[src/rtl/i2cbe_pkg.sv]
// ----------------------------------------------------------------------------
// i2cbe_pkg
// Shared types and codes of the I2C master bit engine: commands, status codes,
// register indexes, sequencer phases and the packed stream words.
// ----------------------------------------------------------------------------
package i2cbe_pkg;

    localparam int CfgWidth   = 16;
    localparam int CfgIdxWidth = 2;
    localparam int WordWidth  = 16;

    localparam logic [2:0] CMD_NONE    = 3'd0;
    localparam logic [2:0] CMD_START   = 3'd1;
    localparam logic [2:0] CMD_RESTART = 3'd2;
    localparam logic [2:0] CMD_STOP    = 3'd3;
    localparam logic [2:0] CMD_WRITE   = 3'd4;
    localparam logic [2:0] CMD_READ    = 3'd5;
    localparam logic [2:0] CMD_RECOVER = 3'd6;

    localparam logic [1:0] ST_OK      = 2'd0;
    localparam logic [1:0] ST_TIMEOUT = 2'd1;
    localparam logic [1:0] ST_NACK    = 2'd2;
    localparam logic [1:0] ST_BUSY    = 2'd3;

    localparam logic [CfgIdxWidth-1:0] REG_BIT_DELAY       = 2'd0;
    localparam logic [CfgIdxWidth-1:0] REG_STRETCH_TIMEOUT = 2'd1;
    localparam logic [CfgIdxWidth-1:0] REG_SIMULATE_LINES  = 2'd2;

    localparam logic [CfgWidth-1:0] BIT_DELAY_RESET       = 16'd10;
    localparam logic [CfgWidth-1:0] STRETCH_TIMEOUT_RESET = 16'd1000;

    localparam logic [7:0] MSB_MASK = 8'h80;
    localparam logic [3:0] DATA_BITS = 4'd8;

    typedef enum logic [18:0] {
        PH_IDLE      = 19'h00001,
        PH_S_SDA_REL = 19'h00002,
        PH_S_SCL_REL = 19'h00004,
        PH_S_POLL    = 19'h00008,
        PH_S_SDA_LOW = 19'h00010,
        PH_S_SCL_LOW = 19'h00020,
        PH_P_SDA_LOW = 19'h00040,
        PH_P_SCL_REL = 19'h00080,
        PH_P_POLL    = 19'h00100,
        PH_P_SDA_REL = 19'h00200,
        PH_B_SDA     = 19'h00400,
        PH_B_SCL_REL = 19'h00800,
        PH_B_POLL    = 19'h01000,
        PH_B_SCL_LOW = 19'h02000,
        PH_R_SDA_REL = 19'h04000,
        PH_R_CHECK   = 19'h08000,
        PH_R_SCL_REL = 19'h10000,
        PH_R_POLL    = 19'h20000,
        PH_FINISH    = 19'h40000
    } t_phase;

    typedef struct packed {
        logic [CfgWidth-1:0] bit_delay;
        logic [CfgWidth-1:0] stretch_timeout;
        logic                simulate_lines;
    } t_cfg;

    typedef struct packed {
        logic [1:0] pad;
        logic       sda_level;
        logic       scl_level;
        logic       reply_ack;
        logic [7:0] data_byte;
        logic [2:0] command;
    } t_in_word;

    typedef struct packed {
        logic [1:0] pad;
        logic [7:0] read_data;
        logic [1:0] status;
        logic       command_done;
        logic       engine_busy;
        logic       sda_pull_low;
        logic       scl_pull_low;
    } t_out_word;

endpackage

[src/rtl/i2cbe_step.sv]
// ----------------------------------------------------------------------------
// i2cbe_step
// Bit sequencer state and its one-tick update: command launch, line actions,
// bit delay, SCL polling with stretch timeout, byte shifting and recovery.
// ----------------------------------------------------------------------------
module i2cbe_step #(
    parameter int COUNT_WIDTH     = 16,
    parameter int RECOVERY_PULSES = 9
) (
    input  logic                i_clk,
    input  logic                i_rst_n,
    input  logic                i_en,
    input  i2cbe_pkg::t_cfg     i_cfg,
    input  i2cbe_pkg::t_in_word i_word,
    output i2cbe_pkg::t_out_word o_word
);
    import i2cbe_pkg::*;

    localparam logic [3:0] PulseLimit = 4'(RECOVERY_PULSES);

    t_phase                 r_phase, n_phase;
    logic [2:0]             r_active_cmd, n_active_cmd;
    logic [3:0]             r_bit_count, n_bit_count;
    logic [7:0]             r_shift, n_shift;
    logic                   r_ack, n_ack;
    logic [COUNT_WIDTH-1:0] r_delay, n_delay;
    logic [COUNT_WIDTH-1:0] r_wait, n_wait;
    logic [3:0]             r_pulse, n_pulse;
    logic                   r_scl_drive, n_scl_drive;
    logic                   r_sda_drive, n_sda_drive;
    logic [7:0]             r_last_read, n_last_read;

    logic [COUNT_WIDTH-1:0] delay_sat;
    logic [COUNT_WIDTH-1:0] limit_sat;
    logic [COUNT_WIDTH-1:0] wait_inc;
    logic                   sim, scl_h, sda_h;
    logic                   pre_to, poll_high, poll_to;
    logic [COUNT_WIDTH-1:0] wait_after;
    logic                   done;
    logic [1:0]             status;

    generate
        if (COUNT_WIDTH >= CfgWidth) begin : g_wide
            assign delay_sat = COUNT_WIDTH'(i_cfg.bit_delay);
            assign limit_sat = COUNT_WIDTH'(i_cfg.stretch_timeout);
        end else begin : g_narrow
            assign delay_sat = (|i_cfg.bit_delay[CfgWidth-1:COUNT_WIDTH]) ? '1 :
                               i_cfg.bit_delay[COUNT_WIDTH-1:0];
            assign limit_sat = (|i_cfg.stretch_timeout[CfgWidth-1:COUNT_WIDTH]) ? '1 :
                               i_cfg.stretch_timeout[COUNT_WIDTH-1:0];
        end
    endgenerate

    assign sim   = i_cfg.simulate_lines;
    assign scl_h = sim | i_word.scl_level;
    assign sda_h = sim | i_word.sda_level;

    // poll of SCL; the wait count only matters in poll phases, where it counts up while SCL is low
    assign wait_inc   = (r_wait != '1) ? r_wait + 1'b1 : r_wait;
    assign pre_to     = (r_wait >= limit_sat);
    assign poll_high  = !pre_to && scl_h;
    assign poll_to    = pre_to || (!scl_h && (wait_inc >= limit_sat));
    assign wait_after = (pre_to || scl_h) ? r_wait : wait_inc;

    always_comb begin
        logic skip;
        skip         = 1'b0;
        n_phase      = r_phase;
        n_active_cmd = r_active_cmd;
        n_bit_count  = r_bit_count;
        n_shift      = r_shift;
        n_ack        = r_ack;
        n_delay      = r_delay;
        n_wait       = r_wait;
        n_pulse      = r_pulse;
        n_scl_drive  = r_scl_drive;
        n_sda_drive  = r_sda_drive;
        n_last_read  = r_last_read;
        done         = 1'b0;
        status       = ST_OK;

        if (r_phase == PH_IDLE) begin
            if (i_word.command inside {[CMD_START:CMD_RECOVER]}) begin
                n_active_cmd = i_word.command;
                n_bit_count  = '0;
                n_wait       = '0;
                n_pulse      = '0;
                n_shift      = i_word.data_byte;
                n_ack        = 1'b0;
                if (i_word.command == CMD_READ) begin
                    n_shift = '0;
                    n_ack   = i_word.reply_ack;
                end
                case (i_word.command)
                    CMD_START, CMD_RESTART: n_phase = PH_S_SDA_REL;
                    CMD_STOP:               n_phase = PH_P_SDA_LOW;
                    CMD_RECOVER:            n_phase = PH_R_SDA_REL;
                    default:                n_phase = PH_B_SDA;
                endcase
            end
        end else if (r_delay != '0) begin
            n_delay = r_delay - 1'b1;
            skip    = 1'b1;
        end

        if (!skip) begin
            case (n_phase)
                PH_S_SDA_REL: begin
                    n_sda_drive = 1'b0;
                    n_delay     = delay_sat;
                    n_phase     = PH_S_SCL_REL;
                end
                PH_S_SCL_REL: begin
                    n_scl_drive = 1'b0;
                    n_delay     = delay_sat;
                    n_phase     = PH_S_POLL;
                    n_wait      = '0;
                end
                PH_S_POLL: begin
                    n_wait = wait_after;
                    if (poll_high) begin
                        n_phase = PH_S_SDA_LOW;
                    end else if (poll_to) begin
                        done    = 1'b1;
                        status  = ST_TIMEOUT;
                        n_phase = PH_IDLE;
                    end
                end
                PH_S_SDA_LOW: begin
                    if (n_active_cmd == CMD_START && !sda_h) begin
                        done    = 1'b1;
                        status  = ST_BUSY;
                        n_phase = PH_IDLE;
                    end else begin
                        n_sda_drive = 1'b1;
                        n_delay     = delay_sat;
                        n_phase     = PH_S_SCL_LOW;
                    end
                end
                PH_S_SCL_LOW: begin
                    n_scl_drive = 1'b1;
                    n_delay     = delay_sat;
                    n_phase     = PH_FINISH;
                end
                PH_P_SDA_LOW: begin
                    n_sda_drive = 1'b1;
                    n_delay     = delay_sat;
                    n_phase     = PH_P_SCL_REL;
                end
                PH_P_SCL_REL: begin
                    n_scl_drive = 1'b0;
                    n_delay     = delay_sat;
                    n_phase     = PH_P_POLL;
                    n_wait      = '0;
                end
                PH_P_POLL: begin
                    n_wait = wait_after;
                    if (poll_high) begin
                        n_phase = PH_P_SDA_REL;
                    end else if (poll_to) begin
                        done    = 1'b1;
                        status  = ST_TIMEOUT;
                        n_phase = PH_IDLE;
                    end
                end
                PH_P_SDA_REL: begin
                    n_sda_drive = 1'b0;
                    n_delay     = delay_sat;
                    n_phase     = PH_FINISH;
                end
                PH_B_SDA: begin
                    if (n_bit_count < DATA_BITS) begin
                        n_sda_drive = (n_active_cmd == CMD_WRITE)
                                      && ((n_shift & MSB_MASK) == '0);
                    end else begin
                        n_sda_drive = (n_active_cmd == CMD_READ) && n_ack;
                    end
                    n_delay = delay_sat;
                    n_phase = PH_B_SCL_REL;
                end
                PH_B_SCL_REL: begin
                    n_scl_drive = 1'b0;
                    n_delay     = delay_sat;
                    n_phase     = PH_B_POLL;
                    n_wait      = '0;
                end
                PH_B_POLL: begin
                    n_wait = wait_after;
                    if (poll_high) begin
                        n_phase = PH_B_SCL_LOW;
                    end else if (poll_to) begin
                        done    = 1'b1;
                        status  = ST_TIMEOUT;
                        n_phase = PH_IDLE;
                    end
                end
                PH_B_SCL_LOW: begin
                    if (n_bit_count < DATA_BITS) begin
                        n_shift = {n_shift[6:0], (n_active_cmd == CMD_READ) && sda_h};
                    end else if (n_active_cmd == CMD_WRITE) begin
                        n_ack = !sim && sda_h;
                    end
                    n_bit_count = n_bit_count + 1'b1;
                    n_scl_drive = 1'b1;
                    n_delay     = delay_sat;
                    n_phase     = (n_bit_count > DATA_BITS) ? PH_FINISH : PH_B_SDA;
                end
                PH_R_SDA_REL: begin
                    n_sda_drive = 1'b0;
                    n_delay     = delay_sat;
                    n_phase     = PH_R_CHECK;
                    n_pulse     = '0;
                end
                PH_R_CHECK: begin
                    if (n_pulse >= PulseLimit || sda_h) begin
                        n_phase = PH_P_SDA_LOW;
                    end else begin
                        n_scl_drive = 1'b1;
                        n_delay     = delay_sat;
                        n_phase     = PH_R_SCL_REL;
                    end
                end
                PH_R_SCL_REL: begin
                    n_scl_drive = 1'b0;
                    n_delay     = delay_sat;
                    n_phase     = PH_R_POLL;
                    n_wait      = '0;
                end
                PH_R_POLL: begin
                    n_wait = wait_after;
                    if (poll_high) begin
                        n_pulse = n_pulse + 1'b1;
                        n_phase = PH_R_CHECK;
                    end else if (poll_to) begin
                        done    = 1'b1;
                        status  = ST_TIMEOUT;
                        n_phase = PH_IDLE;
                    end
                end
                PH_FINISH: begin
                    done = 1'b1;
                    case (n_active_cmd)
                        CMD_RECOVER: status = (scl_h && sda_h) ? ST_OK : ST_BUSY;
                        CMD_WRITE:   status = n_ack ? ST_NACK : ST_OK;
                        CMD_READ:    n_last_read = n_shift;
                        default:     status = ST_OK;
                    endcase
                    n_phase = PH_IDLE;
                end
                default: begin
                    n_phase = PH_IDLE;
                end
            endcase
        end
    end

    always_ff @(posedge i_clk) begin
        if (!i_rst_n) begin
            r_phase      <= PH_IDLE;
            r_active_cmd <= CMD_NONE;
            r_bit_count  <= '0;
            r_shift      <= '0;
            r_ack        <= 1'b0;
            r_delay      <= '0;
            r_wait       <= '0;
            r_pulse      <= '0;
            r_scl_drive  <= 1'b0;
            r_sda_drive  <= 1'b0;
            r_last_read  <= '0;
        end else if (i_en) begin
            r_phase      <= n_phase;
            r_active_cmd <= n_active_cmd;
            r_bit_count  <= n_bit_count;
            r_shift      <= n_shift;
            r_ack        <= n_ack;
            r_delay      <= n_delay;
            r_wait       <= n_wait;
            r_pulse      <= n_pulse;
            r_scl_drive  <= n_scl_drive;
            r_sda_drive  <= n_sda_drive;
            r_last_read  <= n_last_read;
        end
    end

    always_comb begin
        o_word              = '0;
        o_word.scl_pull_low = n_scl_drive;
        o_word.sda_pull_low = n_sda_drive;
        o_word.engine_busy  = (n_phase != PH_IDLE);
        o_word.command_done = done;
        o_word.status       = status;
        o_word.read_data    = n_last_read;
    end

endmodule

[src/rtl/i2c_master_bit_engine_unit.sv]
// ----------------------------------------------------------------------------
// i2c_master_bit_engine_unit
// An accepted tick word is held in the input register; its result word is registered in the result register.
// Throughput: one tick word per cycle while the output is not stalled; the sequencer update is a single pass.
// A stalled output holds the result register and backs up the input register.
// Reset (synchronous, active low) clears the sequencer, drops both valids and
// loads the register defaults.
// ----------------------------------------------------------------------------
module i2c_master_bit_engine_unit #(
    parameter int COUNT_WIDTH     = 16,
    parameter int RECOVERY_PULSES = 9
) (
    input  logic                               i_clk,
    input  logic                               i_rst_n,
    input  logic                               i_cfg_wr_en,
    input  logic [i2cbe_pkg::CfgIdxWidth-1:0]  i_cfg_index,
    input  logic [i2cbe_pkg::CfgWidth-1:0]     i_cfg_wdata,
    input  logic                               s_axis_tvalid,
    output logic                               s_axis_tready,
    // command[2:0], data_byte[10:3], reply_ack[11], scl_level[12], sda_level[13]
    input  logic [i2cbe_pkg::WordWidth-1:0]    s_axis_tdata,
    output logic                               m_axis_tvalid,
    input  logic                               m_axis_tready,
    // scl_pull_low[0], sda_pull_low[1], engine_busy[2], command_done[3],
    // status[5:4], read_data[13:6]
    output logic [i2cbe_pkg::WordWidth-1:0]    m_axis_tdata
);
    import i2cbe_pkg::*;

    t_cfg      r_cfg;
    logic      r_in_valid;
    t_in_word  r_in_word;
    logic      r_out_valid;
    t_out_word r_out_word;
    t_out_word step_word;
    logic      advance;

    assign advance       = r_in_valid && (!r_out_valid || m_axis_tready);
    assign s_axis_tready = !r_in_valid || advance;

    always_ff @(posedge i_clk) begin
        if (!i_rst_n) begin
            r_cfg.bit_delay       <= BIT_DELAY_RESET;
            r_cfg.stretch_timeout <= STRETCH_TIMEOUT_RESET;
            r_cfg.simulate_lines  <= 1'b0;
        end else if (i_cfg_wr_en) begin
            case (i_cfg_index)
                REG_BIT_DELAY:       r_cfg.bit_delay       <= i_cfg_wdata;
                REG_STRETCH_TIMEOUT: r_cfg.stretch_timeout <= i_cfg_wdata;
                REG_SIMULATE_LINES:  r_cfg.simulate_lines  <= i_cfg_wdata[0];
                default:             r_cfg                 <= r_cfg;
            endcase
        end
    end

    always_ff @(posedge i_clk) begin
        if (!i_rst_n) begin
            r_in_valid <= 1'b0;
        end else if (s_axis_tready) begin
            r_in_valid <= s_axis_tvalid;
        end
    end

    always_ff @(posedge i_clk) begin
        if (s_axis_tready && s_axis_tvalid) begin
            r_in_word <= t_in_word'(s_axis_tdata);
        end
    end

    i2cbe_step #(
        .COUNT_WIDTH     (COUNT_WIDTH),
        .RECOVERY_PULSES (RECOVERY_PULSES)
    ) u_step (
        .i_clk   (i_clk),
        .i_rst_n (i_rst_n),
        .i_en    (advance),
        .i_cfg   (r_cfg),
        .i_word  (r_in_word),
        .o_word  (step_word)
    );

    always_ff @(posedge i_clk) begin
        if (!i_rst_n) begin
            r_out_valid <= 1'b0;
        end else if (advance) begin
            r_out_valid <= 1'b1;
        end else if (m_axis_tready) begin
            r_out_valid <= 1'b0;
        end
    end

    always_ff @(posedge i_clk) begin
        if (advance) begin
            r_out_word <= step_word;
        end
    end

    assign m_axis_tvalid = r_out_valid;
    assign m_axis_tdata  = r_out_word;

endmodule

[config.mk]
export PLATFORM = sky130hd
export DESIGN_NAME = i2c_master_bit_engine_unit
export DESIGN_NICKNAME = d
export VERILOG_FILES = /design/src/rtl/i2cbe_pkg.sv /design/src/rtl/i2cbe_step.sv /design/src/rtl/i2c_master_bit_engine_unit.sv
export SDC_FILE = /design/constraint.sdc
export NUM_CORES = 1
export LEC_CHECK = 0
export BUFFER_PORTS_ARGS = -buffer_cell sky130_fd_sc_hd__buf_2
export CAP_MARGIN = 20
export CORE_ASPECT_RATIO = 1.5
export CORE_MARGIN = 2
export CORE_UTILIZATION = 66
export CTS_CLUSTER_SIZE = 40
export DETAILED_ROUTE_END_ITERATION = 6
export GPL_TIMING_DRIVEN = 0
export PLACE_DENSITY = 0.86
export SLEW_MARGIN = 25
export SYNTH_ARGS = -nofsm -noshare
export SYNTH_HDL_FRONTEND = slang
export SYNTH_SLANG_ARGS = --single-unit
[constraint.sdc]
create_clock -name i_clk -period 8.25 [get_ports i_clk]
set_input_delay 0.4125 -clock i_clk [delete_from_list [all_inputs] [get_ports i_clk]]
set_output_delay 0.4125 -clock i_clk [all_outputs]
set_load 0.1 [all_outputs]
# After elaboration in Yosys (flattened, before gate mapping)
# Cells that the tools add are included.
[classes]
addsub = 4
order_cmp = 7
eq_ne = 33
n_mux = 74
bitwise_logic = 2
n_reduce_logical = 37
[ops]
columns = ["op", "n"]
rows = [
  ["$pmux W19 S16", 1],
  ["$mux W19", 9],
  ["$mux W16", 10],
  ["$mux W8", 9],
  ["$pmux W16 S3", 1],
  ["$pmux W15 S3", 1],
  ["$ge A16 B16 Y1", 2],
  ["$mux W4", 8],
  ["$pmux W16 S2", 1],
  ["$mux W1", 21],
  ["$eq A19 B1 Y1 const B", 1],
  ["$eq A19 B10 Y1 const B", 1],
  ["$eq A19 B11 Y1 const B", 1],
  ["$eq A19 B12 Y1 const B", 1],
  ["$eq A19 B13 Y1 const B", 1],
  ["$eq A19 B14 Y1 const B", 1],
  ["$eq A19 B15 Y1 const B", 1],
  ["$eq A19 B16 Y1 const B", 1],
  ["$eq A19 B17 Y1 const B", 1],
  ["$eq A19 B18 Y1 const B", 1],
  ["$eq A19 B19 Y1 const B", 1],
  ["$eq A19 B2 Y1 const B", 1],
  ["$eq A19 B3 Y1 const B", 1],
  ["$eq A19 B4 Y1 const B", 1],
  ["other kinds (43)", 80],
]
[totals]
ff_bits = 144
out_inout_bits = 18
word_cells = 184

# Depth between registers and ports, before layout
# Gate-level depths: netlist (run 1).
[depth]
word_depth = 10
ltp_mapped = 18
depth_no_buf = 16

# By module
# Synthesis (run 1) repeated with hierarchy kept, for this count alone.
[hier_totals]
cells_unflattened = 1036
area_unflattened_um2 = 8843.5
[by_module_without_submodules]
columns = ["mod", "instances", "cells_each", "area_each_um2"]
rows = [
  ["i2cbe_step", 1, 858, 6462.4],
  ["i2c_master_bit_engine_unit", 1, 178, 2381.0],
]

# Worst setup path after synthesis (run 1)
# No wires, ideal clock.
[synth_path]
path_type = "reg-to-reg"
start = "register u_step.r_phase[1]"
end = "register u_step.r_delay[1]"
setup_ns = 0.119
arrival_ns = 3.986
required_ns = 8.131
slack_ns = 4.145
path_stages_with_launch = 19
path_buffers = 4
path_cell_list = "dfxtp_1 or4_1 buf_2 or3_4 or3_1 clkbuf_1 clkbuf_1 nand2_1 inv_1 ha_1 nor2_1 nand2_1 nand2_1 o21ai_0 o311ai_1 o41a_1 buf_6 nand2_4 o221a_2"
[synth_between]
elab_chain_cells = 7
word_cells_on_any_way = 29
cone_classes = "order compare: 1; eq/ne: 15; mux: 10; reduce/logical: 3"
[synth_lines]
columns = ["element", "line_no", "text"]
rows = [
  ["start, declared", "i2cbe_step.sv:21", "t_phase r_phase, n_phase;"],
  ["start signal, assigned", "i2cbe_step.sv:271", "r_phase <= n_phase;"],
  ["$eq A19 B1 Y1", "i2cbe_step.sv:82", "if (r_phase == PH_IDLE) begin"],
  ["$mux W4 or $mux W3 (tied branches)", "i2cbe_step.sv:82", ""],
  ["$ge A4 B4 Y1 or $eq A3 B1 Y1 (tied branches)", "i2cbe_step.sv:215, i2cbe_step.sv:130", ""],
  ["$logic_or A1 B1 Y1 or $logic_and A1 B1 Y1 (tied branches)", "i2cbe_step.sv:215, i2cbe_step.sv:130", ""],
  ["$mux W16 (on tied branches)", "i2cbe_step.sv:215, i2cbe_step.sv:130", ""],
  ["$pmux W16 S3", "i2cbe_step.sv:107", "case (n_phase)"],
  ["$mux W16 (*)", "i2cbe_step.sv:106", "if (!skip) begin"],
  ["end signal, assigned", "i2cbe_step.sv:276", "r_delay <= n_delay;"],
  ["end, declared", "i2cbe_step.sv:26", "logic [COUNT_WIDTH-1:0] r_delay, n_delay;"],
]
# Mark *: on every way between the ends. The rest lies on a longest branch, timed or not.
# A chain may end at the register's enable or synchronous reset.

# Final worst setup path (run 1)
[layout_path]
start = "register u_step.r_wait[3]"
end = "register u_step.r_phase[0]"
[layout_between]
elab_chain_cells = 9
word_cells_on_any_way = 16
cone_classes = "add/sub: 1; order compare: 2; eq/ne: 1; mux: 8; reduce/logical: 4"
[layout_lines]
columns = ["element", "line_no", "text"]
rows = [
  ["start, declared", "i2cbe_step.sv:27", "logic [COUNT_WIDTH-1:0] r_wait, n_wait;"],
  ["start signal, assigned", "i2cbe_step.sv:277", "r_wait <= n_wait;"],
  ["$add A16 B1 Y16 or $ne A16 B16 Y1 (tied branches)", "i2cbe_step.sv:59", "assign wait_inc = (r_wait != '1) ? r_wait + 1'b1 : r_wait;"],
  ["$mux W16", "i2cbe_step.sv:59", ""],
  ["$ge A16 B16 Y1", "i2cbe_step.sv:62", "assign poll_to = pre_to || (!scl_h && (wait_inc >= limit_sat));"],
  ["$logic_and A1 B1 Y1", "i2cbe_step.sv:62", ""],
  ["$logic_or A1 B1 Y1", "i2cbe_step.sv:62", ""],
  ["$mux W19", "-", ""],
  ["$mux W19 (on tied branches)", "-", ""],
  ["$pmux W19 S16 (*)", "i2cbe_step.sv:107", ""],
  ["$mux W19 (*)", "i2cbe_step.sv:106", ""],
]
# Marked as above.

==> results of run 1 <==
==> stage by stage <==
step / setup WS, ns / hold WS (ns) / cell area (µm²) / instances / util
floorplan: 4.15 / 0.432 / 8640 / 1062 / -
global placement: 3.31 / 0.439 / 9100 / 1273 / 0.706
detailed placement: 3.18 / 0.444 / 9100 / 1273 / 0.706
CTS: 3.15 / 0.150 / 9720 / 1305 / 0.754
global route: 2.73 / 0.147 / 9720 / 1305 / 0.754
finish: 2.98 / 0.150 / 9720 / 1305 / 0.754
==> layout by cell type, fill, tap and decap left out, types with 12 or more instances in the layout <==
cell and instances:
nand4_1 26, buf_2 59, dfxtp_1 116, o211ai_1 20
nand2_1 168, nand3_1 54, ha_1 38, edfxtp_1 28
xnor2_1 12, a21oi_1 98, clkbuf_1 40, nor3_1 41
a22o_1 13, clkbuf_16 17, nor4_1 12, or3_1 17
inv_1 38, nor2_1 69, o21ai_0 44
==> path summary, 6_finish.rpt <==
kind	startpoint	end	slack, ns	cells after the start
setup / recovery	u_step.r_wait[3]$_SDFFE_PN0P_	u_step.r_phase[0]$_SDFFE_PN1P_	2.98	15
hold / removal	s_axis_tdata[0]	r_in_word[0]$_DFFE_PP_	0.15	1
setup reg to reg	u_step.r_wait[3]$_SDFFE_PN0P_	u_step.r_phase[0]$_SDFFE_PN1P_	2.98	15
hold reg to reg	u_step.r_shift[3]$_SDFFE_PN0P_	u_step.r_shift[3]$_SDFFE_PN0P_	0.45	2
==> final cells by class <==
type,instances,area share
plain buffers,53,0.0241
repair buffers,52,0.0268
clock inverters,13,0.0178
well taps,159,0.0205
inverters,40,0.0154
flip-flops and latches,144,0.325
multi-input cells,825,0.525
clock buffers,19,0.0456
==> power groups by stage <==
stage	Combinational (µW)	Sequential (µW)	Clock (µW)
final	836	809	812
after floorplan	535	846	0
after global placement	779	820	0
after CTS	795	807	809
after global routing	888	813	836
after detailed placement	786	822	0
==> sequential cells by signal, summed over array words and instances (netlist names) <==
signal	flops
u_step.r_active_cmd	3
u_step.r_delay	16
u_step.r_shift	8
u_step.r_bit_count	4
u_step.r_sda_drive	1
m_axis_tdata	14
u_step.r_wait	16
r_cfg	33
u_step.r_pulse	4
u_step.r_phase	19
r_in_word	14
r_in_valid	1
u_step.r_ack	1
u_step.r_scl_drive	1
m_axis_tvalid	1
u_step.r_last_read	8
==> layer usage <==
metal,vias up,wire (µm)
met4,0,2650
met1,4090,9610
met5,-,0
met3,196,2160
met2,536,14400
li1,4055,-
==> cell families after synthesis <==
group | Yosys count | share of synthesized area
xor gates and xnor gates | 20 | 0.0203
adders and majority gates | 38 | 0.0550
AOI/OAI and AO/OA | 275 | 0.213
and+or+nand+nor | 476 | 0.283
muxes | 14 | 0.0177
other | 1 | 0.000434
buffers and inverters | 93 | 0.0443
DFF | 144 | 0.366
==> run summary, run 1 <==
Status: complete, no violations
Area leader, netlist: dfxtp_1
Flop pwr share: 0.329
Unrepaired setup endpoints after global routing: no
Yosys warnings: 0
Top post-synthesis cells by area: dfxtp_1 (27%), edfxtp_1 (9.7%), nand2_1 (7.3%), a21oi_1 (5.7%), ha_1 (5.5%)
Top-count cell post-synth: nand2_1
Overall routing resource usage: 0.414
CTS Sinks: 144
Overall power: 2460 µW
Peak VDD IR: 0.218 mV
Ratio of cells with drive above 1 in the final layout: 0.127
Fin crit period: 5.27 ns
Register area: 3160 µm²
TritonCTS Buffers: 17
Startpoint Class: register
Post-synth cell types: 88
Leakage: 0.00381 µW
Area share of the largest cell type after synthesis: 0.269
DRC: 0
Worst-path cell chain: and4_1 -> nand4_1 -> nor4_1 -> nand3_1 -> nand2b_1 -> nor2_1 -> xor2_1 -> ha_1 -> o211a_1 -> a221oi_1 -> o21ai_0 -> o31ai_1 -> a21oi_1 -> a2111oi_0 -> a31oi_1
Vias after detailed routing: 8877
Worst path arrival time: 5.53 ns
Post-CTS sizing: 0
Antenna-violating nets left: 0
Kind of critical path: reg -> reg
Initial antenna violation count: 0
Internal power: 1500 µW
Worst-path fanout max: 9
Fin. Hold Viols: 0
Routability Congestion: 1.04
Antenna cells: 0
Syn Inst Count: 1061
GR Overflow Total: 0
GRT busiest layer: met2
Area of the multi-input gates: 5100 µm²
Die Wd: 97.4 µm
Iter 0 DRT Violations: 1011
Worst slew pin tran: 0.969 ns
Comb power frac: 0.340
Area grow syn2layout: 12.6%
Met3 Use GR: 0.0749
Ports: 57
Post-layout net count: 1210
Yosys reg bits: 144
Dpl hpwl: 21.3 mm
NetSw: 961 µW
Vias in the first global route: 8560
Met2 Use GR: 0.736
Synth Cell Area: 8640 µm²
Rows: 51
Max-slew headroom: 0.338
Area of the core: 12900 µm²
Die height: 144 µm
H-tree levels: 4
Post-synth EDFFs: 28
Clock Skew: 0.00967 ns
Crit path max-delay cell type: a2111oi_0
Buf+Inv Stages, Crit Path: 0
CTS tree: built
Required time of the critical path: 8.52 ns
Max incr delay on CP: 0.86 ns
Clock network power share: 0.330
FFs w/ async S/R, synth: 0
DRT Pass-1 Iters: 6
# hold bufs at CTS: 0
Initial Util: 0.670
First-pass GRT wire length: 45.2 mm
Top delay family on crit path: compound AO/OA/AOI/OAI gates
Largest net degree at the start of global routing: 24
Final wirelength: 28.8 mm
Synth cell count leaders: nand2_1 (168), dfxtp_1 (116), a21oi_1 (98)
Max-slew violations: 0
FMAX: 0.190 GHz
Final setup viols: 0
# port buffers: 52
Sequential share of the synthesized area: 0.366
Max Root-Sink Buffers: 2
DIE AREA: 14000 µm²
CTS root buf: clkbuf_16
Setup Buffers After CTS: 0
Sw Ratio: 0.391
Maxcap violations: 0
Met1 Use GR: 0.423
Setup TNS Final: 0 ns
WL/cell: 22.1 µm
Min-Delay Path Class: in -> reg
Crit. End Element: register
Prevailing post-synth register cell: dfxtp_1
Final period utilization: 0.639
Routed vias/inst: 6.80
Clk_lat worst skew: 0.43 ns
Clock slew at reported path FFs: 0.06 ns
Fill count: 1000
Avg Cell Area, Syn: 8.14 µm²
PwrDens: 253 nW/µm²
No activity file was read; power rests on OpenSTA's default activity.
==> run 2: changes to the inputs <==
--- a/config.mk
+++ b/config.mk
@@ -5,15 +5,16 @@
 export SDC_FILE = /design/constraint.sdc
 export NUM_CORES = 1
 export LEC_CHECK = 0
+export ABC_AREA = 1
 export BUFFER_PORTS_ARGS = -buffer_cell sky130_fd_sc_hd__buf_2
 export CAP_MARGIN = 20
 export CORE_ASPECT_RATIO = 1.5
 export CORE_MARGIN = 2
-export CORE_UTILIZATION = 66
+export CORE_UTILIZATION = 56
 export CTS_CLUSTER_SIZE = 40
 export DETAILED_ROUTE_END_ITERATION = 6
 export GPL_TIMING_DRIVEN = 0
-export PLACE_DENSITY = 0.86
+export PLACE_DENSITY = 0.77
 export SLEW_MARGIN = 25
 export SYNTH_ARGS = -nofsm -noshare
 export SYNTH_HDL_FRONTEND = slang
==> constraint.sdc (replaced) <==
create_clock -name i_clk -period 4.35 [get_ports i_clk]
set_input_delay 0.2175 -clock i_clk [delete_from_list [all_inputs] [get_ports i_clk]]
set_output_delay 0.2175 -clock i_clk [all_outputs]
set_load 0.1 [all_outputs]
==> run summary, run 2 <==
Worst-path fanout max: 8 (was 9)
Synth cell count leaders: nand2_1 (276), inv_1 (191), nor2_1 (175) (was nand2_1 (168), dfxtp_1 (116), a21oi_1 (98))
Met1 Use GR: 0.375 (was 0.423)
Yosys warnings: 0 (unchanged)
Non-Filler Cell Area, Final: 10800 µm² (was 9720 µm²)
Fin Hold WS: 0.0182 ns (was 0.150 ns)
Buf+Inv Stages, Crit Path: 5 (was 0)
Vias after detailed routing: 9867 (was 8877)
Antenna cells: 0 (unchanged)
DRC: 0 (unchanged)
Top-count cell post-synth: nand2_1 (unchanged)
Antenna-violating nets left: 0 (unchanged)
Max reg flops: 33 (unchanged)
Status: complete, no violations (unchanged)
Clock slew at reported path FFs: 0.07 ns (was 0.06 ns)
Area share of the largest cell type after synthesis: 0.247 (was 0.269)
Peak VDD IR: 0.296 mV (was 0.218 mV)
Maxcap violations: 0 (unchanged)
Top delay family on crit path: simple AND/OR/NAND/NOR gates (was compound AO/OA/AOI/OAI gates)
Critical hold path startpoint: i_cfg_wdata[1] (was s_axis_tdata[0])
Sequential share of the synthesized area: 0.336 (was 0.366)
Biggest register: r_cfg (unchanged)
Prevailing post-synth register cell: dfxtp_1 (unchanged)
Overall routing resource usage: 0.346 (was 0.414)
Clock Skew: 0.0144 ns (was 0.00967 ns)
Crit path max-delay cell type: dfxtp_4 (was a2111oi_0)
First-pass GRT wire length: 47.0 mm (was 45.2 mm)
CTS tree: built (unchanged)
Overall power: 3950 µW (was 2460 µW)
Area grow syn2layout: 14.2% (was 12.6%)
Area of the core: 16600 µm² (was 12900 µm²)
Final wirelength: 30.4 mm (was 28.8 mm)
TritonCTS Buffers: 17 (unchanged)
GRT busiest layer: met2 (unchanged)
Post-synth cell types: 54 (was 88)
H-tree levels: 4 (unchanged)
Fin crit period: 3.98 ns (was 5.27 ns)
Post-synth EDFFs: 28 (unchanged)
Initial Util: 0.566 (was 0.670)
Synth Cell Area: 9410 µm² (was 8640 µm²)
Worst slew pin tran: 0.837 ns (was 0.969 ns)
Kind of critical path: reg -> reg (unchanged)
Startpoint Class: register (unchanged)
Dpl hpwl: 23.2 mm (was 21.3 mm)
Fill count: 1564 (was 1000)
Met2 Use GR: 0.613 (was 0.736)
Final period utilization: 0.915 (was 0.639)
FFs w/ async S/R, synth: 0 (unchanged)
Top post-synthesis cells by area: dfxtp_1 (25%), nand2_1 (11%), edfxtp_1 (8.9%), inv_1 (7.6%), nand3_1 (7.1%) (was dfxtp_1 (27%), edfxtp_1 (9.7%), nand2_1 (7.3%), a21oi_1 (5.7%), ha_1 (5.5%))
CTS root buf: clkbuf_16 (unchanged)
Vias in the first global route: 9263 (was 8560)
Final setup viols: 0 (unchanged)
Max Root-Sink Buffers: 2 (unchanged)
Largest net degree at the start of global routing: 24 (unchanged)
DRT Pass-1 Iters: 6 (unchanged)
Worst path arrival time: 4.16 ns (was 5.53 ns)
Required time of the critical path: 4.53 ns (was 8.52 ns)
Syn Inst Count: 1407 (was 1061)
Worst setup path startpoint: u_step.r_wait[1]$_SDFFE_PN0P_ (was u_step.r_wait[3]$_SDFFE_PN0P_)
Die Wd: 110 µm (was 97.4 µm)
Commonest cells after routing, fill and taps aside: nand2_1 (276), inv_1 (190), nor2_1 (171) (was nand2_1 (168), dfxtp_1 (116), a21oi_1 (98))
Area post-placement: 9940 µm² (was 9100 µm²)
Leakage: 0.00499 µW (was 0.00381 µW)
FMAX: 0.251 GHz (was 0.190 GHz)
Die height: 163 µm (was 144 µm)
GR Overflow Total: 0 (unchanged)
WL/cell: 17.7 µm (was 22.1 µm)
Yosys reg bits: 144 (unchanged)
Post-Layout Cell Count: 1720 (was 1305)
Max incr delay on CP: 0.38 ns (was 0.86 ns)
Max-slew violations: 0 (unchanged)
Iter 0 DRT Violations: 968 (was 1011)
Largest registers: r_cfg (33), u_step.r_phase (19) (unchanged)
CP most frequent cell: nand2_1
Worst r2r src: u_step.r_wait[1]$_SDFFE_PN0P_ (was u_step.r_wait[3]$_SDFFE_PN0P_)
Ports: 57 (unchanged)
Post-layout net count: 1574 (was 1210)
Routed vias/inst: 5.74 (was 6.80)
Routability Congestion: 1.03 (was 1.04)
DIE AREA: 17900 µm² (was 14000 µm²)
Min-Delay Path Class: in -> reg (unchanged)
Fin. Hold Viols: 0 (unchanged)
Initial antenna violation count: 0 (unchanged)
Ratio of cells with drive above 1 in the final layout: 0.116 (was 0.127)
CTS Sinks: 144 (unchanged)
Met3 Use GR: 0.0524 (was 0.0749)
Commonest non-fill, non-tap cell in the layout: nand2_1 (unchanged)
PwrDens: 367 nW/µm² (was 253 nW/µm²)
Rows: 58 (was 51)
Crit. End Element: register (unchanged)
Max-slew headroom: 0.438 (was 0.338)
Dpl cells: 1670 (was 1273)
# port buffers: 52 (unchanged)
Avg Cell Area, Syn: 6.69 µm² (was 8.14 µm²)
Clk_lat worst skew: 0.44 ns (was 0.43 ns)
Area leader, netlist: dfxtp_1 (unchanged)
run 2: cell types whose count changed in the layout (fill, tap and decap cells not counted), sizes merged, moves of 19 or more:
cell,change
inv,+161
nand2,+120
nor2,+115
nand3,+83
o21ai,+60
or3,-19
run 2: final timing paths:
kind | slack, ns | endpoint | depth (start not counted)
worst min-delay path | 0.02 | r_cfg[18]$_SDFFE_PN1P_ | 3
worst max-delay path | 0.37 | m_axis_tdata[2]$_DFFE_PP_ | 30
worst min register to register | 0.47 | u_step.r_pulse[0]$_SDFFE_PN0P_ | 2
worst max register to register | 0.37 | m_axis_tdata[2]$_DFFE_PP_ | 30
run 2: area by class of cell:
| cell class | count | area [µm²] | share of cell area |
|---|---|---|---|
| buffer | 53 | 249 | 0.0232 |
| clock buffer | 17 | 425 | 0.0396 |
| clock inverter | 15 | 165 | 0.0154 |
| inverter | 199 | 747 | 0.0695 |
| multi-input combinational | 1012 | 5300 | 0.493 |
| sequential | 144 | 3170 | 0.295 |
| tap | 210 | 263 | 0.0244 |
| timing repair buffer | 70 | 430 | 0.0400 |
run 2: metal layers:
metal / part of all wire / vias up
met5: 0 / -
met4: 0.069 / 0
met3: 0.058 / 130
met2: 0.50 / 417
met1: 0.37 / 4482
li1: - / 4838
run 2: tightest hold or removal path, cell delays in order:
cell and delay (ns):
buf_2 0.09, nand2_1 0.05, nand3_1 0.06
run 2: what timing repair did:
item,4_1_cts,5_1_grt
pin swaps,0,6
cloned,0,0
endpoints found under the setup margin,1,8
gates resized for setup,1,17
hold buffers,14,0
hold endpoints to repair,14,0
setup buffers,0,4
run 2: cell families (layout without fill, tap and decap cells):
group / count (synthesis) / in the layout / synth area share
AOI/OAI and AO/OA: 268 / 268 / 0.160
xor gates and xnor gates: 17 / 17 / 0.0158
adders and majority gates: 38 / 38 / 0.0505
buffers and inverters: 252 / 354 / 0.106
DFF: 144 / 144 / 0.336
muxes: 1 / 1 / 0.00106
other: 1 / 2 / 0.000398
and+or+nand+nor: 686 / 686 / 0.330
run 2: per-stage QoR:
stage | setup TNS (ns) | worst slack [ns] | utilization
floorplan | 0 | 0.821 | -
global placement | -0.0134 | -0.0134 | 0.598
detailed placement | -0.0978 | -0.0978 | 0.598
CTS | 0 | 0.0115 | 0.642
global route | -0.116 | -0.116 | 0.647
finish | 0 | 0.371 | 0.647
run 2: power breakdown:
| group | total [µW] | switching [µW] | internal, µW |
|---|---|---|---|
| Sequential | 1490 | 57.1 | 1440 |
| Combinational | 979 | 696 | 283 |
| Clock | 1470 | 702 | 771 |
| Total | 3950 | 1460 | 2490 |
==> run 3: changes to the inputs <==
--- a/config.mk
+++ b/config.mk
@@ -14,7 +14,7 @@
 export CTS_CLUSTER_SIZE = 40
 export DETAILED_ROUTE_END_ITERATION = 6
 export GPL_TIMING_DRIVEN = 0
-export PLACE_DENSITY = 0.77
+export PLACE_DENSITY = 0.81
 export SLEW_MARGIN = 25
 export SYNTH_ARGS = -nofsm -noshare
 export SYNTH_HDL_FRONTEND = slang
==> run summary, run 3 (synthesized netlist as in run 2, its figures left out) <==
Status: complete, no violations (unchanged)
Max Root-Sink Buffers: 2 (unchanged)
FMAX: 0.254 GHz (was 0.251 GHz)
Internal power: 2460 µW (was 2490 µW)
Fin. Hold Viols: 0 (unchanged)
R2R Setup Slk: 0.41 ns (was 0.37 ns)
Max-slew headroom: 0.426 (was 0.438)
Worst path arrival time: 4.13 ns (was 4.16 ns)
Dpl hpwl: 22.5 mm (was 23.2 mm)
WL/cell: 17.4 µm (was 17.7 µm)
Peak VDD IR: 0.294 mV (was 0.296 mV)
Antenna cells: 0 (unchanged)
Clock slew at reported path FFs: 0.07 ns (about the same)
Startpoint Class: register (unchanged)
Die height: 163 µm (unchanged)
Post-layout net count: 1572 (was 1574)
Final worst slack: 0.410 ns (was 0.371 ns)
Vias in the first global route: 9332 (was 9263)
Worst slew pin tran: 0.855 ns (was 0.837 ns)
Kind of critical path: reg -> reg (unchanged)
Flop pwr share: 0.386 (was 0.379)
Crit path max-delay cell type: dfxtp_1 (was dfxtp_4)
First-pass GRT wire length: 46.5 mm (was 47.0 mm)
Commonest cells after routing, fill and taps aside: nand2_1 (276), inv_1 (191), nor2_1 (170) (was nand2_1 (276), inv_1 (190), nor2_1 (171))
Largest registers: r_cfg (33), u_step.r_phase (19) (unchanged)
Unrepaired setup endpoints after global routing: no
CTS tree: built (unchanged)
Rows: 58 (unchanged)
Final setup viols: 0 (unchanged)
Final period utilization: 0.906 (was 0.915)
Worst r2r src: u_step.r_wait[0]$_SDFFE_PN0P_ (was u_step.r_wait[1]$_SDFFE_PN0P_)
H-tree levels: 4 (unchanged)
Routed vias/inst: 5.77 (was 5.74)
Die Wd: 110 µm (unchanged)
Antenna-violating nets left: 0 (unchanged)
Clk_lat worst skew: 0.45 ns (was 0.44 ns)
Worst-path fanout max: 8 (unchanged)
Sw Ratio: 0.364 (was 0.369)
CTS root buf: clkbuf_16 (unchanged)
TritonCTS Buffers: 17 (unchanged)
Critical hold path startpoint: i_cfg_wdata[7] (was i_cfg_wdata[1])
Commonest non-fill, non-tap cell in the layout: nand2_1 (unchanged)
NetSw: 1410 µW (was 1460 µW)
Ratio of cells with drive above 1 in the final layout: 0.111 (was 0.116)
Ports: 57 (unchanged)
CP most frequent cell: nand2_1 (unchanged)
Biggest register: r_cfg (unchanged)
DRT Pass-1 Iters: 6 (unchanged)
Initial Util: 0.566 (unchanged)
Initial antenna violation count: 0 (unchanged)
Maxcap violations: 0 (unchanged)
Iter 0 DRT Violations: 899 (was 968)
Comb power frac: 0.252 (was 0.248)
Final wirelength: 29.8 mm (was 30.4 mm)
Setup TNS Final: 0 ns (unchanged)
CTS Sinks: 144 (unchanged)
Area of the core: 16600 µm² (unchanged)
Worst setup path startpoint: u_step.r_wait[0]$_SDFFE_PN0P_ (was u_step.r_wait[1]$_SDFFE_PN0P_)
DRC: 0 (unchanged)
Fin crit period: 3.94 ns (was 3.98 ns)
Fill count: 1536 (was 1564)
Clock Skew: 0.0107 ns (was 0.0144 ns)
Required time of the critical path: 4.54 ns (was 4.53 ns)
Area of the multi-input gates: 5290 µm² (was 5300 µm²)
Overall routing resource usage: 0.342 (was 0.346)
# port buffers: 52 (unchanged)
DP Worst Slack: 0.0464 ns (was -0.0978 ns)
Register area: 3160 µm² (was 3170 µm²)
Leakage: 0.00496 µW (was 0.00499 µW)
Max reg flops: 33 (unchanged)
GR Overflow Total: 0 (unchanged)
Min-Delay Path Class: in -> reg (unchanged)
Clock network power share: 0.362 (was 0.373)
PwrDens: 362 nW/µm² (was 367 nW/µm²)
Max-slew violations: 0 (unchanged)
Routability Congestion: 1.05 (was 1.03)
Max incr delay on CP: 0.37 ns (was 0.38 ns)
Largest net degree at the start of global routing: 24 (unchanged)
Overall power: 3870 µW (was 3950 µW)
Area grow syn2layout: 13.5% (was 14.2%)
Crit. End Element: register (unchanged)
DIE AREA: 17900 µm² (unchanged)
Vias after detailed routing: 9910 (was 9867)
==> run 3: changes by cell type in the layout (fill, tap and decap cells not counted), sizes merged <==
cell      delta
inv          -2
clkinv       +3
clkinvlp     -1
buf          -2
==> run 3: cell type report <==
cell class,count,share of cell area
plain buffers,53,0.0233
clock buffers,17,0.0398
clock inverters,15,0.0118
inverters,199,0.0699
multi-input cells,1012,0.495
flip-flops and latches,144,0.296
well taps,210,0.0246
repair buffers,68,0.0389
==> run 3: timing repair <==
action | 4_1_cts | 5_1_grt
hold endpoints to repair | 14 | 0
gates cloned | 0 | 0
setup buffers | 0 | 2
hold buffers | 14 | 0
pin swaps | 0 | 1
resized for setup | 1 | 10
setup endpoints to repair | 1 | 8
==> run 3: path summary, 6_finish.rpt <==
check | to | cells past startpoint
worst max-delay path | m_axis_tdata[2]$_DFFE_PP_ | 30
worst min-delay path | r_cfg[8]$_SDFFE_PN1P_ | 3
worst max register to register | m_axis_tdata[2]$_DFFE_PP_ | 30
worst min register to register | u_step.r_shift[0]$_SDFFE_PN0P_ | 2
==> run 3: through the flow <==
stage	std cells	utilization	hold WS [ns]	area (µm²)
after global placement	1670	0.598	0.394	9940
after floorplan	1408	-	0.316	9420
after detailed placement	1670	0.598	0.396	9940
after CTS	1716	0.640	0.0136	10600
after global routing	1718	0.643	0.0307	10700
final	1718	0.643	0.0153	10700
==> run 3: routing by layer <==
layer | vias to the layer above | routed length (µm) | track usage
met5 | - | 0 | 0
met4 | 0 | 2340 | 0.258
met3 | 143 | 1730 | 0.0564
met2 | 420 | 14600 | 0.582
met1 | 4518 | 11100 | 0.369
li1 | 4829 | - | -
==> run 3: power by group through the flow <==
stage               sequential (µW)  clock (µW)  combinational, µW
global route                   1500        1450               1070
floorplan                      1560           0                631
detailed placement             1520           0                927
finish                         1490        1400                974
global placement               1520           0                912
CTS                            1490        1400                944
==> run 3: critical path: cells and delay by family, from the launching register on <==
kind / cells / cell delay, ns
xor gates and xnor gates: 1 / 0.19
adders and majority gates: 2 / 0.49
buffers and inverters: 5 / 0.44
DFF: 1 / 0.37
and+or+nand+nor: 20 / 2.02
AOI/OAI and AO/OA: 2 / 0.20
